[src/stp_pkg.sv]
// shared types, codes and constants of the spanning-tree bridge engine
// no dependencies; imported by every module of the block
package stp_pkg;

    localparam int MAC_W        = 48;
    localparam int IN_COST_W    = 16;
    localparam int PORT_W       = 3;
    localparam int ROLES_W      = 16;
    localparam int PCOUNT_W     = 4;
    localparam int REPORT_PORTS = 8;

    // defaults of the top-level parameters
    localparam int PORTS_DEF       = 8;
    localparam int COST_BITS_DEF   = 16;
    localparam int QUEUE_DEPTH_DEF = 2;

    // register port
    localparam int ADDR_W    = 5;
    localparam int DATA_W    = 64;
    localparam int REG_IDX_W = 2;
    localparam logic [REG_IDX_W-1:0] REG_OWN_MAC    = 2'd0;
    localparam logic [REG_IDX_W-1:0] REG_STP_ENABLE = 2'd1;
    localparam logic [REG_IDX_W-1:0] REG_PORT_COUNT = 2'd2;

    localparam logic [MAC_W-1:0]    OWN_MAC_RST    = '0;
    localparam logic                STP_ENABLE_RST = 1'b1;
    localparam logic [PCOUNT_W-1:0] PORT_COUNT_RST = 4'd8;

    // item and result codes
    localparam logic FUNC_BPDU   = 1'b0;
    localparam logic FUNC_TICK   = 1'b1;
    localparam logic KIND_BPDU   = 1'b0;
    localparam logic KIND_REPORT = 1'b1;

    localparam logic [1:0] ROLE_DESIGNATED = 2'd0;
    localparam logic [1:0] ROLE_ROOT       = 2'd1;
    localparam logic [1:0] ROLE_BLOCKED    = 2'd2;

    typedef struct packed {
        logic [MAC_W-1:0]    own_mac;
        logic                stp_enable;
        logic [PCOUNT_W-1:0] port_count;
    } stp_cfg_t;

    typedef struct packed {
        logic                 func;
        logic [PORT_W-1:0]    in_port;
        logic [MAC_W-1:0]     bpdu_root;
        logic [IN_COST_W-1:0] bpdu_cost;
        logic [MAC_W-1:0]     sender_mac;
        logic [IN_COST_W-1:0] link_cost;
    } stp_item_t;

endpackage

[src/stp_queue.sv]
// short command queue between the front classifier and the back engine
// depends on stp_pkg for the queued item type
module stp_queue
    import stp_pkg::*;
#(
    parameter int DEPTH = QUEUE_DEPTH_DEF
)
(
    input  logic      clk,
    input  logic      rst_n,
    input  logic      push,
    input  stp_item_t push_item,
    output logic      full,
    input  logic      pop,
    output logic      empty,
    output stp_item_t head_item
);

    localparam int PTR_W = (DEPTH > 1) ? $clog2(DEPTH) : 1;
    localparam int CNT_W = $clog2(DEPTH + 1);

    stp_item_t          slot_reg [DEPTH];
    logic [PTR_W-1:0]   wr_ptr_reg, wr_ptr_next;
    logic [PTR_W-1:0]   rd_ptr_reg, rd_ptr_next;
    logic [CNT_W-1:0]   cnt_reg, cnt_next;
    logic               do_push, do_pop;

    assign full      = (cnt_reg == CNT_W'(DEPTH));
    assign empty     = (cnt_reg == '0);
    assign head_item = slot_reg[rd_ptr_reg];
    assign do_push   = push && !full;
    assign do_pop    = pop && !empty;

    always_comb
    begin
        wr_ptr_next = wr_ptr_reg;
        rd_ptr_next = rd_ptr_reg;
        cnt_next    = cnt_reg;
        if (do_push)
        begin
            wr_ptr_next = (wr_ptr_reg == PTR_W'(DEPTH - 1)) ? '0 : wr_ptr_reg + 1'b1;
        end
        if (do_pop)
        begin
            rd_ptr_next = (rd_ptr_reg == PTR_W'(DEPTH - 1)) ? '0 : rd_ptr_reg + 1'b1;
        end
        if (do_push && !do_pop)
        begin
            cnt_next = cnt_reg + 1'b1;
        end
        else if (do_pop && !do_push)
        begin
            cnt_next = cnt_reg - 1'b1;
        end
    end

    always_ff @(posedge clk or negedge rst_n)
    begin
        if (!rst_n)
        begin
            wr_ptr_reg <= '0;
            rd_ptr_reg <= '0;
            cnt_reg    <= '0;
        end
        else
        begin
            wr_ptr_reg <= wr_ptr_next;
            rd_ptr_reg <= rd_ptr_next;
            cnt_reg    <= cnt_next;
        end
    end

    always_ff @(posedge clk)
    begin
        if (do_push)
        begin
            slot_reg[wr_ptr_reg] <= push_item;
        end
    end

endmodule

[src/stp_front.sv]
// front classifier: takes input transfers, drops bpdus on ports out of use
// depends on stp_pkg for the config and item types
module stp_front
    import stp_pkg::*;
#(
    parameter int PORTS = PORTS_DEF
)
(
    input  stp_cfg_t             cfg,
    input  logic                 item_valid,
    output logic                 item_stall,
    input  logic                 func,
    input  logic [PORT_W-1:0]    in_port,
    input  logic [MAC_W-1:0]     bpdu_root,
    input  logic [IN_COST_W-1:0] bpdu_cost,
    input  logic [MAC_W-1:0]     sender_mac,
    input  logic [IN_COST_W-1:0] link_cost,
    input  logic                 q_full,
    output logic                 q_push,
    output stp_item_t            q_item
);

    logic accept;
    logic port_in_use;

    // port must sit below both the configured count and the built-in port count
    assign port_in_use = ({1'b0, in_port} < cfg.port_count)
                      && (32'(in_port) < 32'(PORTS));

    assign item_stall = q_full;
    assign accept     = item_valid && !q_full;
    assign q_push     = accept && ((func == FUNC_TICK) || port_in_use);

    always_comb
    begin
        q_item.func       = func;
        q_item.in_port    = in_port;
        q_item.bpdu_root  = bpdu_root;
        q_item.bpdu_cost  = bpdu_cost;
        q_item.sender_mac = sender_mac;
        q_item.link_cost  = link_cost;
    end

endmodule

[src/stp_back.sv]
// back engine: root election, neighbor memory, port role walk, result register
// depends on stp_pkg for codes, config and item types
module stp_back
    import stp_pkg::*;
#(
    parameter int PORTS     = PORTS_DEF,
    parameter int COST_BITS = COST_BITS_DEF
)
(
    input  logic                 clk,
    input  logic                 rst_n,
    input  stp_cfg_t             cfg,
    input  logic                 q_empty,
    input  stp_item_t            q_item,
    output logic                 q_pop,
    output logic                 result_valid,
    input  logic                 result_stall,
    output logic                 kind,
    output logic [MAC_W-1:0]     out_root_id,
    output logic [IN_COST_W-1:0] out_cost,
    output logic [MAC_W-1:0]     out_sender,
    output logic [ROLES_W-1:0]   port_roles,
    output logic                 last
);

    localparam int IDX_W = (PORTS > 1) ? $clog2(PORTS) : 1;
    localparam int CNT_W = IDX_W + 1;
    localparam int CMP_W = (IDX_W > PCOUNT_W) ? IDX_W : PCOUNT_W;
    localparam int SUM_W = ((COST_BITS > IN_COST_W) ? COST_BITS : IN_COST_W) + 1;
    localparam logic [SUM_W-1:0] COST_MAX_W = SUM_W'((64'd1 << COST_BITS) - 64'd1);

    localparam logic [2:0] S_IDLE   = 3'd0;
    localparam logic [2:0] S_BPDU   = 3'd1;
    localparam logic [2:0] S_TICK   = 3'd2;
    localparam logic [2:0] S_WALK   = 3'd3;
    localparam logic [2:0] S_REPORT = 3'd4;

    function automatic logic [COST_BITS-1:0] sat_cost(input logic [SUM_W-1:0] v);
        logic [SUM_W-1:0] s;
        s = (v > COST_MAX_W) ? COST_MAX_W : v;
        return COST_BITS'(s);
    endfunction

    // neighbor memory, no reset
    logic [COST_BITS-1:0] ncost_mem [PORTS];
    logic [MAC_W-1:0]     nmac_mem  [PORTS];
    logic [COST_BITS-1:0] rd_cost_reg;
    logic [MAC_W-1:0]     rd_mac_reg;

    logic [2:0]           state_reg, state_next;
    stp_item_t            cur_reg, cur_next;
    logic                 self_root_reg, self_root_next;
    logic [MAC_W-1:0]     root_id_reg, root_id_next;
    logic [COST_BITS-1:0] root_cost_reg, root_cost_next;
    logic [PORT_W-1:0]    up_port_reg, up_port_next;
    logic                 rport_vld_reg, rport_vld_next;
    logic [PORTS-1:0]     nvalid_reg, nvalid_next;
    logic [CNT_W-1:0]     rd_cnt_reg, rd_cnt_next;
    logic [IDX_W-1:0]     eval_idx_reg, eval_idx_next;
    logic                 eval_vld_reg, eval_vld_next;
    logic [ROLES_W-1:0]   roles_reg, roles_next;

    logic                 res_vld_reg, res_vld_next;
    logic                 kind_reg, kind_next;
    logic [MAC_W-1:0]     root_out_reg, root_out_next;
    logic [IN_COST_W-1:0] cost_out_reg, cost_out_next;
    logic [MAC_W-1:0]     sender_reg, sender_next;
    logic [ROLES_W-1:0]   roles_out_reg, roles_out_next;
    logic                 last_reg, last_next;

    logic                 out_free;
    logic                 own_root;
    logic [MAC_W-1:0]     cur_root;
    logic [COST_BITS-1:0] bcost_sat, lcost_sat, path_cost;
    logic                 adopt;
    logic                 mem_we;
    logic [IDX_W-1:0]     wr_idx;
    logic                 rd_en;
    logic [CMP_W-1:0]     eval_port;
    logic [1:0]           role;

    assign out_free  = !res_vld_reg || !result_stall;
    assign own_root  = self_root_reg || (root_id_reg == cfg.own_mac);
    assign cur_root  = own_root ? cfg.own_mac : root_id_reg;
    assign bcost_sat = sat_cost(SUM_W'(cur_reg.bpdu_cost));
    assign lcost_sat = sat_cost(SUM_W'(cur_reg.link_cost));
    assign path_cost = sat_cost(SUM_W'(bcost_sat) + SUM_W'(lcost_sat));
    assign adopt     = (cur_reg.bpdu_root < cur_root)
                    || ((cur_reg.bpdu_root == cur_root) && (path_cost < root_cost_reg));
    assign wr_idx    = IDX_W'(cur_reg.in_port);
    assign rd_en     = (state_reg == S_WALK) && (rd_cnt_reg < CNT_W'(PORTS));
    assign eval_port = CMP_W'(eval_idx_reg);

    // role of the port in the evaluate stage
    always_comb
    begin
        if ((eval_port >= CMP_W'(cfg.port_count)) || !cfg.stp_enable)
        begin
            role = ROLE_DESIGNATED;
        end
        else if (rport_vld_reg && (eval_port == CMP_W'(up_port_reg)))
        begin
            role = ROLE_ROOT;
        end
        else if (!nvalid_reg[eval_idx_reg])
        begin
            role = ROLE_DESIGNATED;
        end
        else if (root_cost_reg < rd_cost_reg)
        begin
            role = ROLE_DESIGNATED;
        end
        else if (root_cost_reg > rd_cost_reg)
        begin
            role = ROLE_BLOCKED;
        end
        else
        begin
            role = (cfg.own_mac < rd_mac_reg) ? ROLE_DESIGNATED : ROLE_BLOCKED;
        end
    end

    always_comb
    begin
        state_next     = state_reg;
        cur_next       = cur_reg;
        self_root_next = self_root_reg;
        root_id_next   = root_id_reg;
        root_cost_next = root_cost_reg;
        up_port_next   = up_port_reg;
        rport_vld_next = rport_vld_reg;
        nvalid_next    = nvalid_reg;
        rd_cnt_next    = rd_cnt_reg;
        eval_idx_next  = eval_idx_reg;
        eval_vld_next  = eval_vld_reg;
        roles_next     = roles_reg;
        q_pop          = 1'b0;
        mem_we         = 1'b0;

        res_vld_next   = res_vld_reg && result_stall;
        kind_next      = kind_reg;
        root_out_next  = root_out_reg;
        cost_out_next  = cost_out_reg;
        sender_next    = sender_reg;
        roles_out_next = roles_out_reg;
        last_next      = last_reg;

        case (state_reg)
            S_IDLE:
            begin
                if (!q_empty)
                begin
                    q_pop         = 1'b1;
                    cur_next      = q_item;
                    rd_cnt_next   = '0;
                    eval_vld_next = 1'b0;
                    roles_next    = '0;
                    state_next    = (q_item.func == FUNC_TICK) ? S_TICK : S_BPDU;
                end
            end
            S_BPDU:
            begin
                if (!adopt || out_free)
                begin
                    mem_we                 = 1'b1;
                    nvalid_next[wr_idx]    = 1'b1;
                    state_next             = S_IDLE;
                end
                if (adopt && out_free)
                begin
                    self_root_next = 1'b0;
                    root_id_next   = cur_reg.bpdu_root;
                    root_cost_next = path_cost;
                    up_port_next   = cur_reg.in_port;
                    rport_vld_next = 1'b1;
                    res_vld_next   = 1'b1;
                    kind_next      = KIND_BPDU;
                    root_out_next  = cur_reg.bpdu_root;
                    cost_out_next  = IN_COST_W'(path_cost);
                    sender_next    = cfg.own_mac;
                    roles_out_next = '0;
                    last_next      = 1'b1;
                end
            end
            S_TICK:
            begin
                if (cfg.stp_enable && own_root)
                begin
                    if (out_free)
                    begin
                        res_vld_next   = 1'b1;
                        kind_next      = KIND_BPDU;
                        root_out_next  = cfg.own_mac;
                        cost_out_next  = IN_COST_W'(root_cost_reg);
                        sender_next    = cfg.own_mac;
                        roles_out_next = '0;
                        last_next      = 1'b0;
                        state_next     = S_WALK;
                    end
                end
                else
                begin
                    state_next = S_WALK;
                end
            end
            S_WALK:
            begin
                // read stage
                if (rd_en)
                begin
                    rd_cnt_next   = rd_cnt_reg + 1'b1;
                    eval_idx_next = rd_cnt_reg[IDX_W-1:0];
                    eval_vld_next = 1'b1;
                end
                else
                begin
                    eval_vld_next = 1'b0;
                end
                // evaluate stage
                if (eval_vld_reg)
                begin
                    for (int k = 0; k < REPORT_PORTS; k++)
                    begin
                        if (eval_port == CMP_W'(k))
                        begin
                            roles_next[2*k +: 2] = role;
                        end
                    end
                    if (eval_idx_reg == IDX_W'(PORTS - 1))
                    begin
                        state_next = S_REPORT;
                    end
                end
            end
            S_REPORT:
            begin
                if (out_free)
                begin
                    res_vld_next   = 1'b1;
                    kind_next      = KIND_REPORT;
                    root_out_next  = '0;
                    cost_out_next  = '0;
                    sender_next    = '0;
                    roles_out_next = roles_reg;
                    last_next      = 1'b1;
                    state_next     = S_IDLE;
                end
            end
            default:
            begin
                state_next = S_IDLE;
            end
        endcase
    end

    always_ff @(posedge clk or negedge rst_n)
    begin
        if (!rst_n)
        begin
            state_reg     <= S_IDLE;
            self_root_reg <= 1'b1;
            root_id_reg   <= '0;
            root_cost_reg <= '0;
            up_port_reg   <= '0;
            rport_vld_reg <= 1'b0;
            nvalid_reg    <= '0;
            rd_cnt_reg    <= '0;
            eval_idx_reg  <= '0;
            eval_vld_reg  <= 1'b0;
            roles_reg     <= '0;
            res_vld_reg   <= 1'b0;
        end
        else
        begin
            state_reg     <= state_next;
            self_root_reg <= self_root_next;
            root_id_reg   <= root_id_next;
            root_cost_reg <= root_cost_next;
            up_port_reg   <= up_port_next;
            rport_vld_reg <= rport_vld_next;
            nvalid_reg    <= nvalid_next;
            rd_cnt_reg    <= rd_cnt_next;
            eval_idx_reg  <= eval_idx_next;
            eval_vld_reg  <= eval_vld_next;
            roles_reg     <= roles_next;
            res_vld_reg   <= res_vld_next;
        end
    end

    // payload registers
    always_ff @(posedge clk)
    begin
        cur_reg       <= cur_next;
        kind_reg      <= kind_next;
        root_out_reg  <= root_out_next;
        cost_out_reg  <= cost_out_next;
        sender_reg    <= sender_next;
        roles_out_reg <= roles_out_next;
        last_reg      <= last_next;
    end

    // neighbor memory: one write port, one registered read port
    always_ff @(posedge clk)
    begin
        if (mem_we)
        begin
            ncost_mem[wr_idx] <= bcost_sat;
            nmac_mem[wr_idx]  <= cur_reg.sender_mac;
        end
        if (rd_en)
        begin
            rd_cost_reg <= ncost_mem[rd_cnt_reg[IDX_W-1:0]];
            rd_mac_reg  <= nmac_mem[rd_cnt_reg[IDX_W-1:0]];
        end
    end

    assign result_valid = res_vld_reg;
    assign kind         = kind_reg;
    assign out_root_id  = root_out_reg;
    assign out_cost     = cost_out_reg;
    assign out_sender   = sender_reg;
    assign port_roles   = roles_out_reg;
    assign last         = last_reg;

endmodule

[src/stp_bridge_root_and_port_roles.sv]
// top level of the spanning-tree bridge engine: register port, front, queue, back
// depends on stp_pkg, stp_front, stp_queue and stp_back
//
// usage
// - register port (apb style, 64-bit data): own_mac at 0x00, stp_enable at 0x08,
//   port_count at 0x10; write only while the block is idle
// - item channel: item_valid / item_stall; func 0 carries a received bpdu,
//   func 1 is a tick; a bpdu on a port out of use is taken and dropped
// - result channel: result_valid / result_stall; kind 0 is a bpdu to send,
//   kind 1 a port role report; last marks the final result of an item
// - in the back engine a bpdu passes through the bpdu state; a tick passes the tick
//   state, then the role walk that reads one port a cycle from the neighbor
//   memory, then the report state
// - the queue between front and back holds QUEUE_DEPTH items, so new transfers
//   are taken while a result still waits in the output register
// - a stalled result holds; the engine waits at its next result and the queue fills
// - reset: own root with cost 0, no root port, no neighbor heard, stp on,
//   all 8 ports in use; no clearing pass is needed
module stp_bridge_root_and_port_roles
    import stp_pkg::*;
#(
    parameter int PORTS       = PORTS_DEF,
    parameter int COST_BITS   = COST_BITS_DEF,
    parameter int QUEUE_DEPTH = QUEUE_DEPTH_DEF
)
(
    input  logic                 clk,
    input  logic                 rst_n,
    // register port
    input  logic                 psel,
    input  logic                 penable,
    input  logic                 pwrite,
    input  logic [ADDR_W-1:0]    paddr,
    input  logic [DATA_W-1:0]    pwdata,
    output logic [DATA_W-1:0]    prdata,
    output logic                 pready,
    // item channel
    input  logic                 item_valid,
    output logic                 item_stall,
    input  logic                 func,
    input  logic [PORT_W-1:0]    in_port,
    input  logic [MAC_W-1:0]     bpdu_root,
    input  logic [IN_COST_W-1:0] bpdu_cost,
    input  logic [MAC_W-1:0]     sender_mac,
    input  logic [IN_COST_W-1:0] link_cost,
    // result channel
    output logic                 result_valid,
    input  logic                 result_stall,
    output logic                 kind,
    output logic [MAC_W-1:0]     out_root_id,
    output logic [IN_COST_W-1:0] out_cost,
    output logic [MAC_W-1:0]     out_sender,
    output logic [ROLES_W-1:0]   port_roles,
    output logic                 last
);

    logic [MAC_W-1:0]     own_mac_reg, own_mac_next;
    logic                 stp_en_reg, stp_en_next;
    logic [PCOUNT_W-1:0]  pcount_reg, pcount_next;
    logic                 cfg_wr;
    logic [REG_IDX_W-1:0] reg_idx;
    stp_cfg_t             cfg;

    logic                 q_push, q_full, q_pop, q_empty;
    stp_item_t            push_item, head_item;

    // register decode: one register every 8 bytes, low address bits ignored
    assign pready  = 1'b1;
    assign cfg_wr  = psel && penable && pwrite;
    assign reg_idx = paddr[ADDR_W-1:3];

    always_comb
    begin
        own_mac_next = own_mac_reg;
        stp_en_next  = stp_en_reg;
        pcount_next  = pcount_reg;
        if (cfg_wr)
        begin
            case (reg_idx)
                REG_OWN_MAC:    own_mac_next = pwdata[MAC_W-1:0];
                REG_STP_ENABLE: stp_en_next  = pwdata[0];
                REG_PORT_COUNT: pcount_next  = pwdata[PCOUNT_W-1:0];
                default:        ;
            endcase
        end
    end

    always_comb
    begin
        case (reg_idx)
            REG_OWN_MAC:    prdata = DATA_W'(own_mac_reg);
            REG_STP_ENABLE: prdata = DATA_W'(stp_en_reg);
            REG_PORT_COUNT: prdata = DATA_W'(pcount_reg);
            default:        prdata = '0;
        endcase
    end

    always_ff @(posedge clk or negedge rst_n)
    begin
        if (!rst_n)
        begin
            own_mac_reg <= OWN_MAC_RST;
            stp_en_reg  <= STP_ENABLE_RST;
            pcount_reg  <= PORT_COUNT_RST;
        end
        else
        begin
            own_mac_reg <= own_mac_next;
            stp_en_reg  <= stp_en_next;
            pcount_reg  <= pcount_next;
        end
    end

    assign cfg.own_mac    = own_mac_reg;
    assign cfg.stp_enable = stp_en_reg;
    assign cfg.port_count = pcount_reg;

    // front: accept and classify
    stp_front #(
        .PORTS (PORTS)
    ) u_front (
        .cfg        (cfg),
        .item_valid (item_valid),
        .item_stall (item_stall),
        .func       (func),
        .in_port    (in_port),
        .bpdu_root  (bpdu_root),
        .bpdu_cost  (bpdu_cost),
        .sender_mac (sender_mac),
        .link_cost  (link_cost),
        .q_full     (q_full),
        .q_push     (q_push),
        .q_item     (push_item)
    );

    // decoupling queue
    stp_queue #(
        .DEPTH (QUEUE_DEPTH)
    ) u_queue (
        .clk       (clk),
        .rst_n     (rst_n),
        .push      (q_push),
        .push_item (push_item),
        .full      (q_full),
        .pop       (q_pop),
        .empty     (q_empty),
        .head_item (head_item)
    );

    // back: election, role walk, result register
    stp_back #(
        .PORTS     (PORTS),
        .COST_BITS (COST_BITS)
    ) u_back (
        .clk          (clk),
        .rst_n        (rst_n),
        .cfg          (cfg),
        .q_empty      (q_empty),
        .q_item       (head_item),
        .q_pop        (q_pop),
        .result_valid (result_valid),
        .result_stall (result_stall),
        .kind         (kind),
        .out_root_id  (out_root_id),
        .out_cost     (out_cost),
        .out_sender   (out_sender),
        .port_roles   (port_roles),
        .last         (last)
    );

endmodule

[config.mk]
export PLATFORM = sky130hd
export DESIGN_NAME = stp_bridge_root_and_port_roles
export DESIGN_NICKNAME = d
export VERILOG_FILES = /design/src/stp_pkg.sv /design/src/stp_queue.sv /design/src/stp_front.sv /design/src/stp_back.sv /design/src/stp_bridge_root_and_port_roles.sv
export SDC_FILE = /design/constraint.sdc
export NUM_CORES = 1
export LEC_CHECK = 0
export ABC_AREA = 0
export BUFFER_PORTS_ARGS = -buffer_cell sky130_fd_sc_hd__buf_4
export CORE_UTILIZATION = 45
export CTS_BUF_LIST = sky130_fd_sc_hd__clkbuf_16
export DETAILED_ROUTE_END_ITERATION = 7
export GPL_ROUTABILITY_DRIVEN = 0
export PLACE_DENSITY = 0.76
export SETUP_SLACK_MARGIN = 0.2
export SKIP_CTS_REPAIR_TIMING = 1
export SLEW_MARGIN = 10
export SYNTH_ARGS = -nofsm -noshare
export SYNTH_HDL_FRONTEND = slang
export SYNTH_SLANG_ARGS = --single-unit
[constraint.sdc]
create_clock -name clk -period 14.06 [get_ports clk]
set_clock_uncertainty 0.15 [all_clocks]
set_input_delay 4.218 -clock clk [delete_from_list [all_inputs] [get_ports clk]]
set_output_delay 4.218 -clock clk [all_outputs]
set_load 0.1 [all_outputs]
==> impl_metrics.py, run 1 <==
metrics = {
    "outcome": {
        "status": "completed",
    },
    "sta": {
        "fin_crit_sh_pct": 69.5,
        "max_freq_ghz": 0.102,
        "slew_violations": 0,
        "rsz0062_at_grt": "no",
        "setup_violations": 0,
        "hold_violations": 0,
        "worst_pin_slew_ns": 1.17,
        "post-route-worst-setup-slack_ns": 4.30,
        "post-route-min-period_ns": 9.76,
        "slew-limit-headroom_pct": 20.0,
    },
    "critical_path": {
        "cp_max_fo": 44,
        "crit_path_end_kind": "primary output",
        "startpoint_type": "primary input",
        "crit_buf_inv": 3,
        "cp_cell_sequence": "buf_4, nor2_2, buf_4, and2_1, buf_4",
        "cp_slowest_stage_delay_ns": 0.36,
        "cp_common_cell": "buf_4",
        "cp.arrival_ns": 5.40,
        "critPathRequiredTime_ns": 9.69,
        "crit_family": "buffers and inverters",
        "slowest_stage": "buf_4",
        "path_class": "in2out",
    },
    "synthesis": {
        "synth_compound_area_share_pct": 3.45,
        "async_reset_ff_share_pct": 12.8,
        "synth_xor_area_share_pct": 1.13,
        "synth_adder_area_share_pct": 3.67,
        "netlist_top_cells_count": "1101 x edfxtp_1, 324 x mux2_2, 159 x dfrtp_1",
        "synth_top_family_by_area": "multiplexers",
        "synth_seq_cells": 1263,
        "synth.area.top_cells": "edfxtp_1 64%, dfrtp_1 7.8%, mux2_2 7.1%",
        "synth_simple_gate_area_share_pct": 3.49,
        "synth_edf_count": 1101,
        "ys_warn_count": 0,
        "synth.yosys.seq_area_share_pct": 72.4,
        "synthDominantCellAreaShare_pct": 64.5,
        "netlist_area_um2": 51300,
        "yosysUniqueCellTypes": 68,
        "synth.most_common_cell": "edfxtp_1",
        "yosysTopAreaCell": "edfxtp_1",
        "ys.flop_type": "edfxtp_1",
        "synthCells": 2802,
        "syn_area_per_cell_um2": 18.3,
        "synth.mux.area_fraction_pct": 14.1,
    },
    "floorplanning": {
        "die_h_um": 340,
        "rows": 123,
        "core_area_um2": 113000,
        "initial_core_util_pct": 45.5,
        "die_x_um": 340,
        "ios": 405,
        "dieArea_um2": 115000,
    },
    "grt": {
        "grt_pass1_wl_um": 175000,
        "grt_pass1_vias": 26800,
        "grt_max_degree": 100,
        "antenna_found_initial": 12,
        "grt_use_total_pct": 20.6,
        "grt-ovfl-total": 0,
    },
    "pwr": {
        "p_total_uw": 13700,
        "peakVddDrop_mv": 0.162,
        "power_density_nw_per_um2": 229,
        "p_leak_uw": 0.0220,
    },
    "route": {
        "drcViolationCount": 0,
        "viasPerCell": 5.51,
        "dr.pass1.iters": 7,
        "routed_wl_um": 120000,
        "via_count": 26700,
        "antenna_left": 0,
        "drt_iter0_drc": 2293,
        "wl_per_cell_um": 24.8,
    },
    "placement": {
        "pre_cts_slack_ns": 4.32,
        "hpwl_um": 77400,
        "portBuffers": 368,
    },
    "clock_network": {
        "cts_root_buf": "clkbuf_16",
        "clkSinkCount": 1263,
        "clkTransAtPathRegs_ns": 0.06,
        "htreeDepth": 3,
        "cts_buffers": 121,
        "clk_latency_ns": 0.72,
        "cts_tree": "done",
        "clockBufferDepth": 3,
    },
    "min_path": {
        "hold_path_class": "reg2reg",
    },
    "run": {
        "cap_viol_max_count": 0,
    },
    "cells_and_area": {
        "layout.nets": 3586,
        "drive_above_1_share_pct": 32.8,
        "area_growth_pct": 16.9,
        "largest_reg_flops": 384,
    },
}
[metal layers]
| metal | GRT usage [%] | part of all wire (%) |
|---|---|---|
| met4 | 7.16 | 3.0 |
| met1 | 27.9 | 42 |
| met3 | 5.33 | 8.1 |
| met2 | 32.4 | 47 |
| met5 | 0 | 0.038 |
[path summary, 6_finish.rpt]
| kind | startpoint | to | slack, ns | depth (start not counted) |
|---|---|---|---|---|
| setup / recovery | paddr[4] | prdata[26] | 4.30 | 5 |
| hold / removal | u_back.nvalid_reg[4] | u_back.nvalid_reg[4] | 0.33 | 1 |
| setup reg to reg | own_mac_reg[38] | u_back.out_sender[8] | 5.54 | 17 |
| hold reg to reg | u_back.nvalid_reg[4] | u_back.nvalid_reg[4] | 0.33 | 1 |
| max in group asynchronous | rst_n | u_back.rd_cnt_reg[1] | 8.55 | 2 |
| min in group asynchronous | rst_n | own_mac_reg[28] | 3.40 | 1 |
[final cells by class]
| class | count | area, um^2 |
|---|---|---|
| Antenna cell | 4 | 10.0 |
| Timing Repair Buffer | 413 | 3100 |
| Fill cell | 8664 | 52900 |
| Sequential cell | 1263 | 37100 |
| Tap cell | 1500 | 1880 |
| Inverter | 95 | 362 |
| Multi-Input combinational cell | 1334 | 13400 |
| Clock buffer | 121 | 3030 |
| Clock inverter | 108 | 991 |
[cells in the final DEF, fill, tap and decap left out, drive strengths merged, types with 8 or more instances in the layout]
cell / instances
edfxtp: 1101
buf: 413
mux2: 331
dfrtp: 159
ha: 149
mux4: 130
clkbuf: 121
inv: 118
and2: 96
clkinv: 62
nand2: 60
xnor2: 58
nor2: 56
mux2i: 54
o21ai: 54
a22o: 52
a21oi: 43
nand4: 32
a21o: 29
conb: 17
nand3: 16
and3: 16
bufinv: 14
a31oi: 13
nor3: 12
nor2b: 11
o21bai: 9
clkinvlp: 9
a211oi: 8
o21a: 8
xor2: 8
nand2b: 8
[stage by stage]
stage / hold slack [ns] / utilization, % / cell area [um^2] / instances / setup TNS, ns
after CTS: 0.322 / 53.1 / 59900 / 4834 / 0
after global routing: 0.325 / 53.1 / 59900 / 4836 / 0
final: 0.327 / 53.1 / 59900 / 4838 / 0
after floorplan: 0.284 / - / 51300 / 2817 / -122.43
after detailed placement: 0.309 / 49.6 / 55900 / 4605 / 0
after global placement: 0.303 / 49.6 / 55900 / 4605 / 0
[cells by family after synthesis]
kind of cell | count (synthesis)
XOR/XNOR | 66
adder cells (fa/ha/maj) | 150
AND/OR/NAND/NOR | 332
AO/OA/AOI/OAI | 254
flip-flops | 1263
other | 2
multiplexers | 515
buffers and inverters | 220
[power breakdown]
group | leakage, uW | total [uW] | switching (uW) | internal [uW]
Combinational | 0.00800 | 4410 | 2810 | 1610
Clock | 0.00201 | 3240 | 1410 | 1830
Sequential | 0.0120 | 6060 | 705 | 5350
Total | 0.0220 | 13700 | 4920 | 8790
[worst reg2reg max path, cell delays in order (launching register included)]
cell	delay, ns
dfrtp_1	0.57
xnor2_1	0.51
nand4_1	0.22
nor4_1	0.63
a31oi_4	0.46
buf_4	0.47
mux2i_1	0.25
ha_1	0.32
and4_1	0.21
nand4_1	0.13
a31oi_1	0.07
a2111oi_0	0.99
o221ai_1	0.26
a211oi_1	0.84
o21ai_0	0.28
a222oi_1	0.41
buf_4	0.68
buf_4	0.66
Power figures use the tool's default switching activity.
==> run 2, diff against run 1 <==
- ABC_AREA: 0 -> 1
- clock period: 14.06 -> 8.2 ns (I/O delays scaled with it)
==> run 2 against run 1 <==
Clock power grew 64%. Worst hold slack lost 0.018 ns. Critical endpoint is now u_back.nmac_mem[7][15]. Largest power group unchanged. Utilization shrank 0.23 points.
==> impl_metrics.py, run 2 <==
metrics = {
    "critical_path": {
        "worstReg2RegEnd": "u_back.nmac_mem[7][15]",
        "reg2reg_depth": 19,
        "ff2ff_setup_slack_ns": 1.37,
        "path_class": "reg2reg",
        "reg2reg_from": "u_back.root_id_reg[17]",
        "critPathRequiredTime_ns": 8.39,
        "cp_common_cell": "nand2_1",
        "slowest_stage": "nor2_4",
        "cp_slowest_stage_delay_ns": 1.06,
        "crit_path_end_kind": "flip-flop",
        "cp_cell_sequence": "xnor2_1, nand4_1, nor4_1, nand3b_1, nand2_2, buf_4, nand2_1, o21ai_0, ha_1, nand2_1, nor4_1, nand2_1, a31o_2, nand3_1, nand2_4, nand2_1, nand2_2, nor2_4, buf_4",
        "startpoint_type": "flip-flop",
        "cp.arrival_ns": 7.02,
        "cp_max_fo": 35,
    },
    "run": {
        "cap_viol_max_count": 0,
    },
    "clock_network": {
        "clk_latency_ns": 0.71,
        "cts_root_buf": "clkbuf_16",
        "clkSinkCount": 1263,
        "cts_buffers": 120,
        "clkTransAtPathRegs_ns": 0.06,
        "cts_tree": "done",
        "htreeDepth": 3,
        "clockBufferDepth": 3,
    },
    "route": {
        "drcViolationCount": 0,
        "routed_wl_um": 134000,
        "dr.pass1.iters": 6,
        "drt_iter0_drc": 3794,
        "via_count": 34000,
        "wl_per_cell_um": 21.6,
        "viasPerCell": 5.48,
        "top_layer_used": "met5",
        "wl_met2_um": 63400,
        "drt-met1-wl_um": 51600,
        "antenna_left": 0,
        "routed-wl-met3_um": 13200,
    },
    "synthesis": {
        "netlist_top_cells_count": "1101 x edfxtp_1, 723 x nand2_1, 673 x nor2_1",
        "synthCells": 4251,
        "synthDominantCellAreaShare_pct": 64.0,
        "syn_area_per_cell_um2": 12.2,
        "async_reset_ff_share_pct": 12.8,
        "netlist_area_um2": 51700,
        "synth.area.top_cells": "edfxtp_1 64%, dfrtp_1 7.7%, nand2_1 5.3%",
        "synth_edf_count": 1101,
        "yosysTopAreaCell": "edfxtp_1",
        "synth_seq_cells": 1263,
        "ys.flop_type": "edfxtp_1",
        "synth.most_common_cell": "edfxtp_1",
        "ys_warn_count": 0,
        "synth.yosys.seq_area_share_pct": 71.9,
        "yosysUniqueCellTypes": 50,
    },
    "cells_and_area": {
        "largest_reg_flops": 384,
        "final_common_cell": "edfxtp_1",
        "post-route-util_pct": 52.9,
        "area_growth_pct": 15.8,
        "layout.nets": 4955,
        "layout_common_cells": "1101 x edfxtp_1, 721 x nand2_1, 662 x nor2_1",
        "final_cell_count_no_fill": 6208,
        "num-fill-cells": 9174,
        "drive_above_1_share_pct": 13.8,
    },
    "sta": {
        "setup_violations": 0,
        "hold_violations": 0,
        "max_freq_ghz": 0.146,
        "post-route-worst-setup-slack_ns": 1.37,
        "fin_crit_sh_pct": 83.3,
        "slew_violations": 0,
        "slew-limit-headroom_pct": 18.5,
        "worst_pin_slew_ns": 1.22,
        "post-route-min-period_ns": 6.83,
        "rsz0062_at_grt": "no",
        "tns_ns": 0,
    },
    "pwr": {
        "peakVddDrop_mv": 0.362,
        "switching_power_uw": 11100,
        "power_frac_clock_pct": 20.4,
        "p_int_uw": 15000,
        "pwr-share-seq_pct": 41.6,
        "p_leak_uw": 0.0231,
        "swShare_pct": 42.6,
        "p_comb_share_pct": 38.1,
        "power_density_nw_per_um2": 436,
    },
    "floorplanning": {
        "core_area_um2": 113000,
        "die_h_um": 341,
        "die_x_um": 341,
        "initial_core_util_pct": 45.7,
        "ios": 405,
        "dieArea_um2": 116000,
        "rows": 123,
    },
    "min_path": {
        "min_from": "u_back.nvalid_reg[1]",
        "holdPathStages": 2,
        "whs_endpoint": "u_back.nvalid_reg[1]",
        "hold_path_class": "reg2reg",
    },
    "grt": {
        "grt_max_degree": 152,
        "grt_use_total_pct": 22.6,
        "grt_pass1_vias": 31900,
        "grt-ovfl-total": 0,
        "antenna_found_initial": 10,
        "grt_pass1_wl_um": 197000,
    },
    "placement": {
        "placedCellCount": 5975,
        "pre_cts_slack_ns": 1.40,
        "hpwl_um": 87800,
        "portBuffers": 368,
    },
    "outcome": {
        "status": "completed",
    },
}
run 2: changes by cell type in the layout (fill, tap and decap cells not counted), moves of 57 or more:
cell     previous run  this run
mux4_2            130         0
inv_1             111       299
o21ai_0            54       344
o22ai_1             4       130
and2_1             94         0
a21oi_1            42       121
o21ai_1             0        83
nor2_1             45       662
a31oi_1            12        69
nand2_1            59       721
mux2_2            324         0
run 2: how the worst max path moves through the flow:
| stage | start | endpoint | slack (ns) |
|---|---|---|---|
| 6_report | u_back.root_id_reg[17] | u_back.nmac_mem[7][15] | 1.37 |
| 2_1_floorplan | u_back.bcost_sat[0] | u_back.kind | 0.65 |
| 3_3_place_gp | u_back.root_id_reg[17] | u_back.nmac_mem[7][15] | 1.47 |
| 5_1_grt | u_back.root_id_reg[17] | u_back.nmac_mem[7][1] | 1.02 |
| 4_1_cts | u_back.root_id_reg[17] | u_back.nmac_mem[7][32] | 1.39 |
| 3_5_place_dp | u_back.root_id_reg[17] | u_back.nmac_mem[7][15] | 1.40 |
run 2: through the flow:
step / hold slack (ns) / total power (uW) / instance area, um^2
finish: 0.309 / 26100 / 59800
global route: 0.332 / 27200 / 59800
CTS: 0.309 / 26100 / 59800
detailed placement: 0.295 / 20800 / 56000
global placement: 0.288 / 20500 / 56000
floorplan: 0.276 / 17700 / 51700
run 2: cell type report:
cell class | count | area [um^2] | area share, %
Clock inverter | 109 | 811 | 1.36
Sequential cell | 1263 | 37100 | 62.1
Antenna cell | 4 | 10.0 | 0.0167
Tap cell | 1500 | 1880 | 3.14
Multi-Input combinational cell | 2505 | 12700 | 21.2
Timing Repair Buffer | 413 | 3180 | 5.31
Clock buffer | 120 | 3000 | 5.02
Inverter | 294 | 1110 | 1.86
run 2: power by group through the flow:
stage	registers [uW]	logic (uW)	clock network, uW
final	10800	9920	5320
after global routing	11000	10600	5630
after CTS	10800	9900	5390
after detailed placement	10900	9860	0
after global placement	10900	9640	0
after floorplan	13000	4730	0
run 2: logic make-up (layout without fill, tap and decap cells):
| logic type | Yosys count | after routing | synth area share [%] |
|---|---|---|---|
| other | 2 | 21 | 0.0145 |
| and+or+nand+nor | 1490 | 1490 | 11.3 |
| muxes | 1 | 1 | 0.0194 |
| xor gates and xnor gates | 49 | 49 | 0.831 |
| adders and majority gates | 150 | 150 | 3.65 |
| buffers and inverters | 498 | 936 | 3.88 |
| DFF | 1263 | 1263 | 71.9 |
| AOI/OAI and AO/OA | 798 | 798 | 8.49 |
run 2: worst max-delay path, delay by kind of cell, from the launching register on:
| kind | cells | cell delay (ns) |
|---|---|---|
| flops | 1 | 0.45 |
| fa+ha+maj | 1 | 0.18 |
| compound gates | 2 | 0.34 |
| simple gates | 13 | 3.77 |
| buf+inv | 2 | 1.09 |
| xor+xnor | 1 | 0.42 |
run 2: per-layer routing:
| metal | up-vias | global-route usage, % |
|---|---|---|
| met5 | - | 0 |
| met4 | 12 | 9.45 |
| met3 | 284 | 4.80 |
| met2 | 1676 | 36.7 |
| met1 | 16500 | 29.4 |
| li1 | 15600 | - |
